### config.mk
export PLATFORM = sky130hd
export DESIGN_NAME = ftm_front
export DESIGN_NICKNAME = d
export VERILOG_FILES = /design/src/sv/ftm_pkg.sv /design/src/sv/ftm_front.sv
export SDC_FILE = /design/constraint.sdc
export NUM_CORES = 2
export LEC_CHECK = 0
export BUFFER_PORTS_ARGS = -buffer_cell sky130_fd_sc_hd__buf_2
export CORE_MARGIN = 3
export CORE_UTILIZATION = 40
export CTS_CLUSTER_DIAMETER = 40
export DETAILED_ROUTE_END_ITERATION = 8
export PLACE_DENSITY = 0.6
export SLEW_MARGIN = 20
export SYNTH_ARGS = -nofsm -noshare
export SYNTH_HDL_FRONTEND = slang
export SYNTH_SLANG_ARGS = --single-unit
### constraint.sdc
create_clock -name clk_i -period 6.65 [get_ports clk_i]
set_clock_uncertainty 0.05 [all_clocks]
set_input_delay 1.33 -clock clk_i [delete_from_list [all_inputs] [get_ports clk_i]]
set_output_delay 1.33 -clock clk_i [all_outputs]
set_load 0.02 [all_outputs]
### src/sv/ftm_pkg.sv
package ftm_pkg;

  // Screen and map defaults
  localparam int unsigned ScreenWidthDef   = 640;
  localparam int unsigned ScreenHeightDef  = 480;
  localparam int unsigned HorizonOffsetDef = 250;
  localparam int unsigned MapSizeMaxDef    = 4096;

  // Field widths
  localparam int unsigned PIX_W  = 10;
  localparam int unsigned SIN_W  = 16;
  localparam int unsigned CAM_W  = 24;
  localparam int unsigned ZOOM_W = 16;
  localparam int unsigned SIZE_W = 13;
  localparam int unsigned TEX_W  = 12;
  localparam int unsigned CFG_IDX_W  = 3;
  localparam int unsigned CFG_DATA_W = 24;

  // Datapath widths
  localparam int unsigned XY_W    = 12;                  // signed X and Y
  localparam int unsigned PROD_W  = XY_W + SIN_W;        // one rotation product
  localparam int unsigned ROT_W   = PROD_W + 1;          // rotated coordinate
  localparam int unsigned N_W     = ROT_W + ZOOM_W + 1;  // scaled coordinate
  localparam int unsigned TRIG_FRAC = 14;
  localparam int unsigned MAG_W   = N_W - TRIG_FRAC;     // shifted numerator magnitude
  localparam int unsigned Z_W     = PIX_W;
  localparam int unsigned Q_W     = MAG_W + 1;           // signed floored quotient
  localparam int unsigned P_W     = Q_W + 1;             // signed Q8 map position
  localparam int unsigned POS_FRAC = 8;
  localparam int unsigned INT_W   = P_W - POS_FRAC;      // whole texels of |position|
  localparam int unsigned BND_W   = TEX_W + POS_FRAC;    // (size-1) in Q8

  typedef enum logic [CFG_IDX_W-1:0] {
    REG_SINE   = 3'd0,
    REG_COSINE = 3'd1,
    REG_CAM_X  = 3'd2,
    REG_CAM_Z  = 3'd3,
    REG_ZOOM   = 3'd4,
    REG_MAP_W  = 3'd5,
    REG_MAP_H  = 3'd6,
    REG_TILED  = 3'd7
  } cfg_idx_e;

  // Item leaving the projection front end
  typedef struct packed {
    logic             above;
    logic             neg_x;
    logic             neg_y;
    logic [MAG_W-1:0] mag_x;
    logic [MAG_W-1:0] mag_y;
    logic [Z_W-1:0]   z;
  } front_t;

endpackage

### src/sv/ftm_front.sv
module ftm_front #(
  parameter int unsigned SCREEN_WIDTH   = ftm_pkg::ScreenWidthDef,
  parameter int unsigned SCREEN_HEIGHT  = ftm_pkg::ScreenHeightDef,
  parameter int unsigned HORIZON_OFFSET = ftm_pkg::HorizonOffsetDef
) (
  input  logic                              clk_i,
  input  logic                              rst_ni,
  input  logic                              valid_i,
  input  logic [ftm_pkg::PIX_W-1:0]         pixel_x_i,
  input  logic [ftm_pkg::PIX_W-1:0]         pixel_y_i,
  input  logic signed [ftm_pkg::SIN_W-1:0]  sine_i,
  input  logic signed [ftm_pkg::SIN_W-1:0]  cosine_i,
  input  logic [ftm_pkg::ZOOM_W-1:0]        zoom_i,
  output logic                              valid_o,
  output ftm_pkg::front_t                   item_o
);

  localparam int unsigned XY_W   = ftm_pkg::XY_W;
  localparam int unsigned PROD_W = ftm_pkg::PROD_W;
  localparam int unsigned ROT_W  = ftm_pkg::ROT_W;
  localparam int unsigned N_W    = ftm_pkg::N_W;
  localparam int unsigned MAG_W  = ftm_pkg::MAG_W;
  localparam int unsigned Z_W    = ftm_pkg::Z_W;
  localparam int unsigned PIX_W  = ftm_pkg::PIX_W;
  localparam int unsigned HalfX  = SCREEN_WIDTH / 2;
  localparam int unsigned HalfY  = SCREEN_HEIGHT / 2;

  // Stage 0: screen offsets
  logic                     v0_q, above0_q, above0_d;
  logic signed [XY_W-1:0]   x0_q, x0_d, y0_q, y0_d;
  logic [Z_W-1:0]           z0_q, z0_d, zraw;

  assign x0_d     = $signed({{(XY_W-PIX_W){1'b0}}, pixel_x_i}) - $signed(XY_W'(HalfX));
  assign y0_d     = $signed({{(XY_W-PIX_W){1'b0}}, pixel_y_i} + XY_W'(HORIZON_OFFSET));
  assign above0_d = (pixel_y_i < PIX_W'(HalfY));
  assign zraw     = pixel_y_i - PIX_W'(HalfY);
  // Force a harmless divisor for zero depth and rows above the horizon
  assign z0_d     = (above0_d || zraw == '0) ? Z_W'(1) : zraw;

  // Stage 1: rotation products
  logic                     v1_q, above1_q;
  logic [Z_W-1:0]           z1_q;
  logic signed [PROD_W-1:0] xc1_q, xc1_d, ys1_q, ys1_d, xs1_q, xs1_d, yc1_q, yc1_d;

  assign xc1_d = x0_q * cosine_i;
  assign ys1_d = y0_q * sine_i;
  assign xs1_d = x0_q * sine_i;
  assign yc1_d = y0_q * cosine_i;

  // Stage 2: rotated coordinates
  logic                     v2_q, above2_q;
  logic [Z_W-1:0]           z2_q;
  logic signed [ROT_W-1:0]  rx2_q, rx2_d, ry2_q, ry2_d;

  assign rx2_d = ROT_W'(xc1_q) + ROT_W'(ys1_q);
  assign ry2_d = ROT_W'(yc1_q) - ROT_W'(xs1_q);

  // Stage 3: zoom
  logic                     v3_q, above3_q;
  logic [Z_W-1:0]           z3_q;
  logic signed [N_W-1:0]    nx3_q, nx3_d, ny3_q, ny3_d;
  logic signed [ftm_pkg::ZOOM_W:0] zoom_s;

  assign zoom_s = $signed({1'b0, zoom_i});
  assign nx3_d  = rx2_q * zoom_s;
  assign ny3_d  = ry2_q * zoom_s;

  // Stage 4: drop the Q.14 fraction (floor) and split sign from magnitude
  logic                     v4_q;
  ftm_pkg::front_t          item4_q, item4_d;
  logic signed [MAG_W-1:0]  sx, sy;

  assign sx = nx3_q[N_W-1:ftm_pkg::TRIG_FRAC];
  assign sy = ny3_q[N_W-1:ftm_pkg::TRIG_FRAC];

  always_comb begin
    item4_d.above = above3_q;
    item4_d.neg_x = sx[MAG_W-1];
    item4_d.neg_y = sy[MAG_W-1];
    item4_d.mag_x = sx[MAG_W-1] ? MAG_W'(-sx) : MAG_W'(sx);
    item4_d.mag_y = sy[MAG_W-1] ? MAG_W'(-sy) : MAG_W'(sy);
    item4_d.z     = z3_q;
  end

  always_ff @(posedge clk_i or negedge rst_ni) begin
    if (!rst_ni) begin
      v0_q <= 1'b0;
      v1_q <= 1'b0;
      v2_q <= 1'b0;
      v3_q <= 1'b0;
      v4_q <= 1'b0;
    end else begin
      v0_q <= valid_i;
      v1_q <= v0_q;
      v2_q <= v1_q;
      v3_q <= v2_q;
      v4_q <= v3_q;
    end
  end

  always_ff @(posedge clk_i) begin
    x0_q     <= x0_d;
    y0_q     <= y0_d;
    z0_q     <= z0_d;
    above0_q <= above0_d;
    xc1_q    <= xc1_d;
    ys1_q    <= ys1_d;
    xs1_q    <= xs1_d;
    yc1_q    <= yc1_d;
    z1_q     <= z0_q;
    above1_q <= above0_q;
    rx2_q    <= rx2_d;
    ry2_q    <= ry2_d;
    z2_q     <= z1_q;
    above2_q <= above1_q;
    nx3_q    <= nx3_d;
    ny3_q    <= ny3_d;
    z3_q     <= z2_q;
    above3_q <= above2_q;
    item4_q  <= item4_d;
  end

  assign valid_o = v4_q;
  assign item_o  = item4_q;

endmodule

### Word level (Yosys, flattened, before mapping)

Cells that the tools add are included.

| word-level totals | value |
|---|---|
| flip-flop bits (word level) | 408 |
| input port bits | 71 |
| output and inout bits | 78 |
| word-level logic and storage cells | 49 |

| operators by class | value |
|---|---|
| add/sub/neg operators | 7 |
| $mul | 6 |
| order comparisons | 1 |
| muxes and demuxes | 2 |
| reduce and logical (&&, ||, !) cells | 2 |

Operators with widths:

| operator | count |
|---|---|
| $mul A29 B17 Y46 | 2 |
| $neg A32 Y32 | 2 |
| $mux W31 | 2 |
| $mul A12 B16 Y28 | 2 |
| $mul A11 B16 Y27 | 2 |
| $add A27 B28 Y29 | 1 |
| $sub A28 B27 Y29 | 1 |
| $add A10 B8 Y11 const B | 1 |
| $sub A10 B9 Y11 const B | 1 |
| $logic_not A10 Y1 | 1 |
| $lt A10 B8 Y1 const B | 1 |
| $sub A10 B8 Y10 const B | 1 |
| $logic_or A1 B1 Y1 | 1 |

### Logic depth before layout (Yosys ltp)

| logic depth | value |
|---|---|
| depth in word-level cells | 3 |
| depth in mapped cells | 26 |
| gate-level depth less buffers | 25 |

### Least setup slack after synthesis

No wires, ideal clock.

| timing | value |
|---|---|
| path type | in2reg |
| start | in zoom_i[3] in the netlist's numbering |
| end | reg ny3_q[45] |
| library setup time | 127 ps |
| data arrival time | 7440 ps |
| required time | 6473 ps |
| setup slack | -967 ps |
| stages on the path | 21 |
| buffers on the path | 2 |
| cell sequence | clkbuf_1 clkbuf_1 nand2_1 fa_1 fa_1 inv_1 fa_1 fa_1 fa_1 fa_1 ha_1 a21o_1 a21o_1 a21oi_1 nor2_1 o21a_1 o21a_1 o21a_1 a311oi_1 a21oi_1 or3_1 |

| between the ends | value |
|---|---|
| word-level cells in the longest chain between the ends | 1 |

RTL lines:

| what | RTL line | text |
|---|---|---|
| start: declaration | ftm_front.sv:13 | `input logic [ftm_pkg::ZOOM_W-1:0] zoom_i,` |
| $mul A29 B17 Y46 | ftm_front.sv:66 | `assign ny3_d = ry2_q * zoom_s;` |
| named net ny3_d[45] | ftm_front.sv:61 | `logic signed [N_W-1:0] nx3_q, nx3_d, ny3_q, ny3_d;` |
| end signal: assignment | ftm_front.sv:117 | `ny3_q <= ny3_d;` |
| end: declaration | ftm_front.sv:61 |  |

The timed path passes the listed nets, and every way through them passes these cells.
A chain may end at the register's enable or synchronous reset.

### Final worst setup path

| timing | value |
|---|---|
| start | in zoom_i[3] in the netlist's numbering |
| end | reg nx3_q[45] |

| between the ends | value |
|---|---|
| word-level cells in the longest chain between the ends | 1 |

RTL lines:

| what | RTL line | text |
|---|---|---|
| $mul A29 B17 Y46 | ftm_front.sv:65 | `assign nx3_d = rx2_q * zoom_s;` |
| named net nx3_d[45] | ftm_front.sv:61 |  |
| end signal: assignment | ftm_front.sv:116 | `nx3_q <= nx3_d;` |
| end: declaration | ftm_front.sv:61 |  |

The timed path passes the listed nets, and every way through them passes these cells.

==> results.txt <==
outcome: finished, final reports clean
Die X: 423 microns
CTS H-tree lvls: 3
fraction of layout cells with a size suffix above 1: 12.7%
total number of vias: 50.5k
crit end category: flop
total gr overflow: 0
most frequent cells in the layout: inv_1, fa_1, nand2_1
Synth async-reset ratio: 1.32%
global-route usage over all layers: 20.1%
Primary FF master, synth: dfxtp_1
hold_buf cts: 0
number of fill cells: 16.4k
synthesized flop and latch total: 380
EDFF count, synth: 0
vias in the first global route: 54.7k
synth unique cells: 66
syn nets: 9703
final hold viol count: 0
DR pass1 iterations: 9
largest stage delay on the critical path: 590 ps
vias per inst: 4.79
Post-Syn Area per Cell: 9.20 sq um
worst-path fanout max: 8
synthesized area: 69700 sq um
TritonCTS clock tree: done
HPWL Detailed: 148 mm
GRT Max-Usage Layer: met2
most common cell after layout, fill and taps aside: inv_1
fmax: 152 MHz
worst skew pair latency: 700 ps
Post-DRT Antenna Nets: 0
port bufs: 148
Post-layout nets: 10.3k
die footprint: 179000 sq um
core region area: 172000 sq um
CP max-delay cell: fa_2
crit share post-route: 99.1%
met1 Use GR: 27.3%
Placed Area: 77700 sq um
1st-iter DRT viols: 2470
WL per Instance: 16.7 microns
Total Wirelength: 176 mm
met3 usage: 2.50%
Layout Cells excl Fill: 10.5k
cells after synthesis: 7574
CTS Buffer Depth: 3
pre-CTS setup slack: -956 ps
Die H: 423 microns
met2 usage: 33.3%
Setup CP Type: in2reg
# setup viols final: 0
gp weighted congestion: 0.876
FP Rows: 152
Non-Filler Cell Area, Final: 81100 sq um
Ys Warns: 0
Final Max Slew Viols: 0
Area Growth Syn to Fin: 16.4%
first-pass GRT wire length: 289 mm
Tmin final: 6590 ps
CP startpoint kind: input pin
CTS Buf Count: 75
largest net degree at the start of global routing: 40
DRC: 0
max cap viols: 0
fin worst setup slack: 56.6 ps
dpl cells: 10.4k
RSZ-0062 raised after global routing: true
register area share after synthesis: 11.0%
Root Driver: clkbuf_16
Slew HR: 30.7%
Worst Max-Slew Pin Slew: 1040 ps
Arr. time, crit path: 7110 ps
Hold Path Class: reg2reg
initial antenna violation count: 18
final core occ: 47.1%
IO Pins: 149
clock transition at the registers of the reported paths: 60 ps
starting density of the core: 40.4%
Worst EP required: 7170 ps
clk sinks: 380
what timing repair did:
action / in CTS / in global routing
endpoints found under the hold margin: 0 / 0
endpoints found under the setup margin: 21 / 35
resized for setup: 5 / 104
setup buffers: 0 / 13
cloned: 0 / 8
pin swaps: 3 / 44
path summary, 6_finish.rpt:
| kind | start | to | slack [ps] | cells past startpoint |
|---|---|---|---|---|
| max | zoom_i[3] | nx3_q[45] | 60 | 25 |
| min | z2_q[5] | z3_q[5] | 270 | 0 |
| max reg2reg | rx2_q[16] | nx3_q[42] | 310 | 21 |
| min reg2reg | z2_q[5] | z3_q[5] | 270 | 0 |
| max in group asynchronous | rst_ni | v3_q | 6040 | 1 |
| min in group asynchronous | rst_ni | v0_q | 390 | 1 |
Yosys cell counts, drive strengths merged (8+ instances only):
master  number  area share (%)
inv       1863              10
fa        1538              44
nand2      975             5.3
and2       746             6.7
ha         520             9.3
dfxtp      375              11
clkbuf     293             1.6
xnor2      233             2.9
a21oi      173             1.2
nor2       130            0.70
o21ai      113            0.81
a21o        72            0.78
xor2        60            0.75
nand2b      56            0.50
nand3       51            0.37
nor2b       34            0.31
nor3        34            0.24
o21a        26            0.28
o31ai       23            0.25
or3         22            0.20
and3        21            0.19
a31oi       20            0.18
o21bai      16            0.17
nand4       15            0.13
or4         15            0.18
a211oi      14            0.15
o41ai       13            0.18
or2         11           0.099
a21boi      10            0.11
nor3b        8           0.086
cells by family after synthesis:
kind of cell    synth area share (%)
flops                           11.0
mux                           0.0575
xor+xnor                        3.68
fa+ha+maj                       53.5
simple gates                    15.3
buf+inv                         11.6
compound gates                  4.87
flip-flops by register name (all words and copies together), names as in the netlist, 10 cells and up:
register,flops
item_o,77
z3_q,10
ys1_q,28
rx2_q,29
z0_q,10
ny3_q,32
xc1_q,27
ry2_q,29
yc1_q,28
y0_q,11
x0_q,11
nx3_q,32
z2_q,10
xs1_q,27
z1_q,10
metal layers:
metal | vias up | wire, microns
li1 | 23399 | -
met1 | 25658 | 77700
met2 | 1149 | 84100
met3 | 242 | 8590
met4 | 4 | 5990
met5 | - | 24
through the flow:
stage | hold slack, ps | TNS [ps]
2_1_floorplan | 260 | -1020
3_3_place_gp | 261 | -32150
3_5_place_dp | 262 | -36110
4_1_cts | 272 | -45.1
5_1_grt | 279 | -1080
6_report | 270 | 0
critical path, delay by kind of cell:
| family | cells | cell delay, ps |
|---|---|---|
| adder cells (fa/ha/maj) | 7 | 3190 |
| buffers and inverters | 7 | 790 |
| AND/OR/NAND/NOR | 4 | 550 |
| AO/OA/AOI/OAI | 6 | 1120 |
| XOR/XNOR | 1 | 120 |
final cells by class:
cell class	instances	area (sq um)	share of cell area, %
diodes	14	35.0	0.0432
clock inverters	58	752	0.927
well taps	2310	2890	3.56
flip-flops and latches	380	7640	9.42
inverters	1863	6990	8.62
repair buffers	789	6330	7.81
clock buffers	82	1950	2.41
multi-input cells	5037	54500	67.2
Power is not shown: default switching activity piles up to over one toggle a cycle in this logic, so the estimate is an artifact.
