<file path="src/sv/ftm_pkg.sv">
package ftm_pkg;

  // Screen and map defaults
  localparam int unsigned ScreenWidthDef   = 640;
  localparam int unsigned ScreenHeightDef  = 480;
  localparam int unsigned HorizonOffsetDef = 250;
  localparam int unsigned MapSizeMaxDef    = 4096;

  // Field widths
  localparam int unsigned PIX_W  = 10;
  localparam int unsigned SIN_W  = 16;
  localparam int unsigned CAM_W  = 24;
  localparam int unsigned ZOOM_W = 16;
  localparam int unsigned SIZE_W = 13;
  localparam int unsigned TEX_W  = 12;
  localparam int unsigned CFG_IDX_W  = 3;
  localparam int unsigned CFG_DATA_W = 24;

  // Datapath widths
  localparam int unsigned XY_W    = 12;                  // signed X and Y
  localparam int unsigned PROD_W  = XY_W + SIN_W;        // one rotation product
  localparam int unsigned ROT_W   = PROD_W + 1;          // rotated coordinate
  localparam int unsigned N_W     = ROT_W + ZOOM_W + 1;  // scaled coordinate
  localparam int unsigned TRIG_FRAC = 14;
  localparam int unsigned MAG_W   = N_W - TRIG_FRAC;     // shifted numerator magnitude
  localparam int unsigned Z_W     = PIX_W;
  localparam int unsigned Q_W     = MAG_W + 1;           // signed floored quotient
  localparam int unsigned P_W     = Q_W + 1;             // signed Q8 map position
  localparam int unsigned POS_FRAC = 8;
  localparam int unsigned INT_W   = P_W - POS_FRAC;      // whole texels of |position|
  localparam int unsigned BND_W   = TEX_W + POS_FRAC;    // (size-1) in Q8

  typedef enum logic [CFG_IDX_W-1:0] {
    REG_SINE   = 3'd0,
    REG_COSINE = 3'd1,
    REG_CAM_X  = 3'd2,
    REG_CAM_Z  = 3'd3,
    REG_ZOOM   = 3'd4,
    REG_MAP_W  = 3'd5,
    REG_MAP_H  = 3'd6,
    REG_TILED  = 3'd7
  } cfg_idx_e;

  // Item leaving the projection front end
  typedef struct packed {
    logic             above;
    logic             neg_x;
    logic             neg_y;
    logic [MAG_W-1:0] mag_x;
    logic [MAG_W-1:0] mag_y;
    logic [Z_W-1:0]   z;
  } front_t;

endpackage

</file>
<file path="src/sv/ftm_udiv.sv">
module ftm_udiv #(
  parameter int unsigned DW  = 8,
  parameter int unsigned VW  = 8,
  parameter int unsigned SBW = 1
) (
  input  logic           clk_i,
  input  logic           rst_ni,
  input  logic           valid_i,
  input  logic [DW-1:0]  dividend_i,
  input  logic [VW-1:0]  divisor_i,
  input  logic [SBW-1:0] side_i,
  output logic           valid_o,
  output logic [DW-1:0]  quot_o,
  output logic [VW-1:0]  rem_o,
  output logic [SBW-1:0] side_o
);

  // One quotient bit per stage; the dividend shifts out as quotient bits shift in.
  logic           v_q   [DW];
  logic [VW-1:0]  rem_q [DW];
  logic [DW-1:0]  dq_q  [DW];
  logic [VW-1:0]  dv_q  [DW];
  logic [SBW-1:0] sb_q  [DW];

  for (genvar k = 0; k < DW; k++) begin : g_stage
    logic           cv;
    logic [VW-1:0]  cr;
    logic [DW-1:0]  cd;
    logic [VW-1:0]  cdv;
    logic [SBW-1:0] cs;
    logic [VW:0]    trial;
    logic [VW:0]    diff;
    logic           ge;

    if (k == 0) begin : g_in
      assign cv  = valid_i;
      assign cr  = '0;
      assign cd  = dividend_i;
      assign cdv = divisor_i;
      assign cs  = side_i;
    end else begin : g_mid
      assign cv  = v_q[k-1];
      assign cr  = rem_q[k-1];
      assign cd  = dq_q[k-1];
      assign cdv = dv_q[k-1];
      assign cs  = sb_q[k-1];
    end

    assign trial = {cr, cd[DW-1]};
    assign diff  = trial - {1'b0, cdv};
    assign ge    = (trial >= {1'b0, cdv});

    always_ff @(posedge clk_i or negedge rst_ni) begin
      if (!rst_ni) begin
        v_q[k] <= 1'b0;
      end else begin
        v_q[k] <= cv;
      end
    end

    always_ff @(posedge clk_i) begin
      rem_q[k] <= ge ? diff[VW-1:0] : trial[VW-1:0];
      dq_q[k]  <= {cd[DW-2:0], ge};
      dv_q[k]  <= cdv;
      sb_q[k]  <= cs;
    end
  end

  assign valid_o = v_q[DW-1];
  assign quot_o  = dq_q[DW-1];
  assign rem_o   = rem_q[DW-1];
  assign side_o  = sb_q[DW-1];

endmodule

</file>
<file path="src/sv/ftm_wrap.sv">
module ftm_wrap (
  input  logic                              clk_i,
  input  logic                              rst_ni,
  input  logic                              valid_i,
  input  logic                              tag_i,
  input  logic                              neg_i,
  input  logic [ftm_pkg::MAG_W-1:0]         quot_i,
  input  logic [ftm_pkg::Z_W-1:0]           rem_i,
  input  logic signed [ftm_pkg::CAM_W-1:0]  cam_i,
  input  logic [ftm_pkg::TEX_W-1:0]         size_m1_i,
  input  logic                              tiled_i,
  output logic                              valid_o,
  output logic                              tag_o,
  output logic                              off_o,
  output logic [ftm_pkg::TEX_W-1:0]         texel_o
);

  localparam int unsigned Q_W   = ftm_pkg::Q_W;
  localparam int unsigned P_W   = ftm_pkg::P_W;
  localparam int unsigned INT_W = ftm_pkg::INT_W;
  localparam int unsigned TEX_W = ftm_pkg::TEX_W;
  localparam int unsigned FRAC  = ftm_pkg::POS_FRAC;
  localparam int unsigned BND_W = ftm_pkg::BND_W;
  localparam int unsigned SB_W  = TEX_W + 3;

  // Stage A: finish the floored division and add the camera
  logic                  va_q, taga_q;
  logic [Q_W-1:0]        qmag;
  logic signed [Q_W-1:0] qs;
  logic signed [P_W-1:0] pa_q, pa_d;

  assign qmag = Q_W'(quot_i) + Q_W'(neg_i && (rem_i != '0));
  assign qs   = neg_i ? $signed(-qmag) : $signed(qmag);
  assign pa_d = P_W'(qs) + P_W'(cam_i);

  // Stage B: bounds check and absolute value
  logic              offb, negp;
  logic [P_W-1:0]    absb;
  logic [BND_W-1:0]  bound;
  logic [SB_W-1:0]   side_d;

  assign bound  = {size_m1_i, {FRAC{1'b0}}};
  assign negp   = pa_q[P_W-1];
  assign offb   = !tiled_i && (negp || (pa_q > $signed(P_W'(bound))));
  assign absb   = negp ? P_W'(-pa_q) : P_W'(pa_q);
  assign side_d = {taga_q, offb, absb[FRAC-1], absb[FRAC +: TEX_W]};

  logic              vd;
  logic [INT_W-1:0]  qd_unused;
  logic [TEX_W-1:0]  remd;
  logic [SB_W-1:0]   side_q;

  // Remainder of whole texels by (size-1); the fraction rides alongside
  ftm_udiv #(
    .DW  (INT_W),
    .VW  (TEX_W),
    .SBW (SB_W)
  ) u_mod (
    .clk_i      (clk_i),
    .rst_ni     (rst_ni),
    .valid_i    (va_q),
    .dividend_i (absb[P_W-1:FRAC]),
    .divisor_i  (size_m1_i),
    .side_i     (side_d),
    .valid_o    (vd),
    .quot_o     (qd_unused),
    .rem_o      (remd),
    .side_o     (side_q)
  );

  // Stage C: pick wrapped or direct texel and round half up
  logic              vc_q, tagc_q, offc_q;
  logic [TEX_W-1:0]  texc_q, texc_d, whole;

  assign whole  = tiled_i ? remd : side_q[TEX_W-1:0];
  assign texc_d = whole + TEX_W'(side_q[TEX_W]);

  always_ff @(posedge clk_i or negedge rst_ni) begin
    if (!rst_ni) begin
      va_q <= 1'b0;
      vc_q <= 1'b0;
    end else begin
      va_q <= valid_i;
      vc_q <= vd;
    end
  end

  always_ff @(posedge clk_i) begin
    pa_q   <= pa_d;
    taga_q <= tag_i;
    texc_q <= texc_d;
    offc_q <= side_q[TEX_W+1];
    tagc_q <= side_q[TEX_W+2] | (|qd_unused & 1'b0);
  end

  assign valid_o = vc_q;
  assign tag_o   = tagc_q;
  assign off_o   = offc_q;
  assign texel_o = texc_q;

endmodule

</file>
<file path="config.mk">
export PLATFORM = sky130hd
export DESIGN_NAME = ftm_wrap
export DESIGN_NICKNAME = d
export VERILOG_FILES = /design/src/sv/ftm_pkg.sv /design/src/sv/ftm_udiv.sv /design/src/sv/ftm_wrap.sv
export SDC_FILE = /design/constraint.sdc
export NUM_CORES = 2
export LEC_CHECK = 0
export BUFFER_PORTS_ARGS = -buffer_cell sky130_fd_sc_hd__buf_2
export CORE_AREA = 2 2 316 318
export CTS_BUF_LIST = sky130_fd_sc_hd__clkbuf_2
export DETAILED_ROUTE_END_ITERATION = 8
export DIE_AREA = 0 0 318 320
export PLACE_DENSITY = 0.76
export SLEW_MARGIN = 25
export SYNTH_ARGS = -nofsm -noshare
export SYNTH_HDL_FRONTEND = slang
export SYNTH_HIERARCHICAL = 1
export SYNTH_SLANG_ARGS = --single-unit
</file>
<file path="constraint.sdc">
create_clock -name clk_i -period 5.1 [get_ports clk_i]
set_input_delay 0 -clock clk_i [delete_from_list [all_inputs] [get_ports clk_i]]
set_output_delay 0 -clock clk_i [all_outputs]
set_load 0.05 [all_outputs]
</file>
* Word level (Yosys, flattened, before mapping)
Memory sizes are Yosys's and may differ from the RTL's. Cells that the tools add are included.
Operators by class: multiplexer cells 29, order comparisons 27, add/sub/neg operators 31, reductions and logical operators 5
Operators with widths (count):
- >= comparator 13 x 12 -> 1 bit | 25
- 2-to-1 mux 12 bit | 27
- subtractor 12 bit | 25
- adder 33 x 24 -> 34 bit | 1
- > comparator 34 x 21 -> 1 bit | 1
- 2-to-1 mux 34 bit | 1
- negator 34 bit | 1
- adder 32 x 1 -> 33 bit | 1
- 2-to-1 mux 33 bit | 1
- negator 33 bit | 1
- adder 12 x 1 -> 12 bit | 1
- >= comparator 1 x 12 -> 1 bit | 1
- subtractor 1 x 12 -> 12 bit | 1
- nonzero test 10 bit | 1
- logical AND 1 bit | 2
- zero test 1 bit | 1
- logical OR 1 bit | 1
Storage, ports and cells: RAM bits 1690, memories kept 4, flip-flop bits (word level) 77
Memory list:
- u_mod.dq_q | words 26, bits a word 26, read ports 25, clocked after memory_dff 0, wr ports 26, line ftm_udiv.sv:21 | logic [DW-1:0] dq_q [DW];
- u_mod.sb_q | words 26, bits a word 15, read ports 26, clocked after memory_dff 0, wr ports 26, line ftm_udiv.sv:23 | logic [SBW-1:0] sb_q [DW];
- u_mod.dv_q | words 26, bits a word 12, read ports 25, clocked after memory_dff 0, wr ports 26, line ftm_udiv.sv:22 | logic [VW-1:0] dv_q [DW];
- u_mod.rem_q | words 26, bits a word 12, read ports 26, clocked after memory_dff 0, wr ports 26, line ftm_udiv.sv:20 | logic [VW-1:0] rem_q [DW];

* Logic depth before layout (Yosys ltp)
depth after elaboration 6, depth in mapped cells 23

* By module
The synthesis kept the hierarchy.
Modules (own cells, without submodules):
- ftm_udiv | times used 1, cells an instance 4363, area an instance 53943.0 sq um, sequential area each 34242.8 sq um
- ftm_wrap | times used 1, cells an instance 707, area an instance 5626.6 sq um, sequential area each 1031.0 sq um

* Worst setup path before layout
OpenSTA, ideal clock, no wires.
path kind input-to-reg, from input rem_i[3] (netlist bit), to register pa_q[32], path slack 0.821 ns, stages on the path 22, library setup time 0.142 ns, arrival 4.136 ns, path buffers 2, cell sequence nor4_1 > a31oi_1 > ha_1 > ha_1 > buf_2 > nand3_2 > nor4_2 > or4b_2 > a21boi_0 > o21a_1 > nand4_1 > o41ai_2 > xor2_1 > ha_1 > clkbuf_1 > nand2_1 > nand2b_1 > a21oi_1 > nor2_1 > a41o_1 > a211oi_1 > o311ai_0
Between the ends: cells in the longest elaborated chain, start to end 6
Ends and longest elaborated chain:
- start: declaration | line ftm_wrap.sv:8 | input logic [ftm_pkg::Z_W-1:0] rem_i,
- nonzero test 10 bit (*) | line ftm_wrap.sv:32 | assign qmag = Q_W'(quot_i) + Q_W'(neg_i && (rem_i != '0));
- logical AND 1 bit (*) | line ftm_wrap.sv:32
- adder 32 x 1 -> 33 bit (*) | line ftm_wrap.sv:32
- negator 33 bit | line ftm_wrap.sv:33 | assign qs = neg_i ? $signed(-qmag) : $signed(qmag);
- 2-to-1 mux 33 bit (*) | line ftm_wrap.sv:33
- adder 33 x 24 -> 34 bit (*) | line ftm_wrap.sv:34 | assign pa_d = P_W'(qs) + P_W'(cam_i);
- via pa_d[32] | line ftm_wrap.sv:30 | logic signed [P_W-1:0] pa_q, pa_d;
- end signal: assignment | line ftm_wrap.sv:89 | pa_q <= pa_d;
- end: declaration | line ftm_wrap.sv:30
Mark *: on every way through the listed nets, which the timed path passes. The rest lies on a longest branch.

* Final worst setup path
from input quot_i[1] (netlist bit), to register pa_q[23]
Between the ends: cells in the longest elaborated chain, start to end 4
Ends and longest elaborated chain:
- start: declaration | line ftm_wrap.sv:7 | input logic [ftm_pkg::MAG_W-1:0] quot_i,
- adder 32 x 1 -> 33 bit (*) | line ftm_wrap.sv:32
- negator 33 bit | line ftm_wrap.sv:33
- 2-to-1 mux 33 bit (*) | line ftm_wrap.sv:33
- adder 33 x 24 -> 34 bit (*) | line ftm_wrap.sv:34
- via pa_d[23] | line ftm_wrap.sv:30
Marks and branches as above.

==> reports/results.ini <==
[sta]
tns_ns=0
rsz0062_at_grt=yes
max_clock_freq_mhz=200
tightest_slew_ns=0.930
min_period_over_period_pct=97.9
fin_hold_ws_ns=0.186
relSlewSlack_pct=37.9
hold_violations=0
finalMaxSlewViolations=0
fin_skew_ns=0.148
setup_viol=0
finalWorstSetupSlack_ns=0.108
period_needed_ns=4.99

[global_routing]
grt_pass1_vias=35100
grt_max_degree=30
gr-total-overflow=0
antenna_found_initial=3
grt_pass1_wl_um=158000
grt_use_total_pct=18.4

[synthesis]
syn_inst=4668
ys_warn_count=6
syn_nets=5130
synth_area_um2=52300
syn_avg_cell_area_um2=11.2

[finish]
areaGrowthSynthToFinish_pct=13.8
drive_above_1_share_pct=17.6
multi_input_area_um2=22200
nets=5762
fillCellCount=7924
final_area_um2=59400
regArea_um2=28200

[clock_tree]
clock_path_buffers=4
cts_htree_levels=5
clockRootBuffer=clkbuf_2
clk_pin_slew_ns=0.10
tritoncts=yes
clock_latency_ns=1.49
numCtsBuffers=337
cts_sinks=1404

[route]
avgRoutedWirePerCell_um=13.9
m1WireLength_um=41100
wl_um=94900
wl_met2_um=47100
viasPerCell=5.11
drtIter0Drc=1778
drtPass1Iterations=6
drc=0
postRouteAntennaNets=0
topRoutingLayerUsed=met4
num_vias=34900
wl_met3_um=3890

[flow_run]
drv_cap=0

[floorplan]
core_area_um2=98000
dieArea_um2=102000
die_height_um=320
die_w_um=318
ios=99
fp-row-count=115
start_util_pct=53.3

[worst_setup_path]
worstSetupPathType=primary input to flip-flop
worst_setup_path_end_kind=flip-flop
worstPathMaxFanout=8
startpoint_type=primary input
crit_arrival_ns=6.31
required_ns=6.42

[power_and_ir_drop]
irDropWorstVdd_mv=0.287
leakage_nw=27.1
powerDensity_nw_per_um2=616

[outcome]
status=finished clean

[placed_design]
dp_slack_ns=0.234
gp_congestion=0.896
post-dp-hpwl_um=67200
numPortBuffers=98
placed_cell_area_um2=54100

[worst_hold_path]
hold_path_class=primary input to flip-flop

==> layer usage <==
metal | up-vias | GRT usage (%)
met5 | - | 0
met4 | 0 | 8.85
met3 | 256 | 4.02
met2 | 727 | 32.5
met1 | 16200 | 21.1
li1 | 17700 | -
==> sequential cells by signal (all words and copies together) (netlist names) <==
register / flops
u_mod/dv_q: 300
u_mod/rem_q: 312
valid_o: 1
u_mod/sb_q: 390
u_mod/g_stage.cv: 25
va_q: 1
tag_o: 1
u_mod/dq_q: 325
pa_q: 34
taga_q: 1
texel_o: 12
u_mod/valid_o: 1
off_o: 1
==> timing repair <==
action                                  4_1_cts  5_1_grt
buffers inserted                              0        7
gates resized for setup                       0       20
hold endpoints to repair                    101        0
endpoints found under the setup margin        0       12
hold buffers                                232        0
==> report_power, final <==
group / leakage [nW] / switching, W / internal (W)
sequential: 11.9 / 0.00140 / 0.0151
clock: 2.20 / 0.00399 / 0.00265
combinational: 12.9 / 0.00667 / 0.00675
total: 27.1 / 0.0121 / 0.0245
==> critical path: stages <==
cell and delay (ns):
dlygate4sd3_1 0.55, clkbuf_4 0.21, ha_4 0.21, nand3_2 0.12, buf_4 0.20, nor4_4 0.30
buf_4 0.21, buf_4 0.12, buf_4 0.10, nand2_1 0.09, xor2_2 0.22, o21a_1 0.22
nand3_1 0.13, o31ai_1 0.35, xnor2_1 0.12, dlygate4sd3_1 0.58, ha_1 0.27, dlygate4sd3_1 0.59
buf_4 0.15, dlygate4sd3_1 0.60, o21ai_0 0.25, xnor2_1 0.17, dlygate4sd3_1 0.57
==> area by class of cell <==
cell class / instances / area share, %
Tap cell: 1287 / 2.71
Antenna cell: 12 / 0.0505
Inverter: 417 / 2.63
Timing Repair Buffer: 352 / 5.04
Sequential cell: 1404 / 47.5
Clock buffer: 475 / 4.00
Clock inverter: 96 / 0.789
Multi-Input combinational cell: 2788 / 37.3
==> placed cells by master, fill, tap and decap left out, types with 18 or more instances in the layout <==
cell,count
o311ai_0,18
mux2_2,218
and2_1,27
o21ai_0,122
buf_4,24
nor2_1,197
nand3_1,86
xor2_1,64
o21a_1,31
o41ai_1,19
nor2b_1,76
fa_1,26
nand2b_1,42
and3_1,51
inv_1,417
a21oi_1,266
buf_2,97
dlygate4sd3_1,228
a21o_1,46
nand2_1,219
dfxtp_1,1376
clkinv_1,72
or4_1,19
nand4_1,31
clkbuf_2,475
dfrtp_1,28
a311oi_1,19
o31ai_1,37
nor3_1,76
a221o_1,27
nor4_1,28
mux2_4,35
xnor2_1,288
o21bai_1,23
mux2i_1,54
a211o_1,18
ha_1,350
==> worst paths after layout <==
kind,startpoint,end,slack [ns],cells after the start
setup / recovery,quot_i[1],pa_q[23]$_DFF_P_,0.11,23
hold / removal,quot_i[9],pa_q[10]$_DFF_P_,0.19,8
setup reg to reg,pa_q[2]$_DFF_P_,u_mod/rem_q[0][10]$_SDFF_PN0_,0.69,15
hold reg to reg,u_mod/dq_q[0][84]$_DFF_P_,u_mod/dq_q[0][111]$_DFF_P_,0.19,0
max in group asynchronous,rst_ni,va_q$_DFF_PN0_,4.19,6
min in group asynchronous,rst_ni,u_mod/g_stage[10].cv$_DFF_PN0_,0.63,6
==> stage by stage <==
| step | instances | utilization, % | total power [W] |
|---|---|---|---|
| global route | 6831 | 60.7 | 0.0394 |
| detailed placement | 6011 | 55.2 | 0.0298 |
| finish | 6831 | 60.7 | 0.0366 |
| CTS | 6814 | 60.5 | 0.0369 |
| floorplan | 4668 | - | 0.0272 |
| global placement | 6011 | 55.2 | 0.0294 |
No activity file was read; power rests on OpenSTA's default activity.
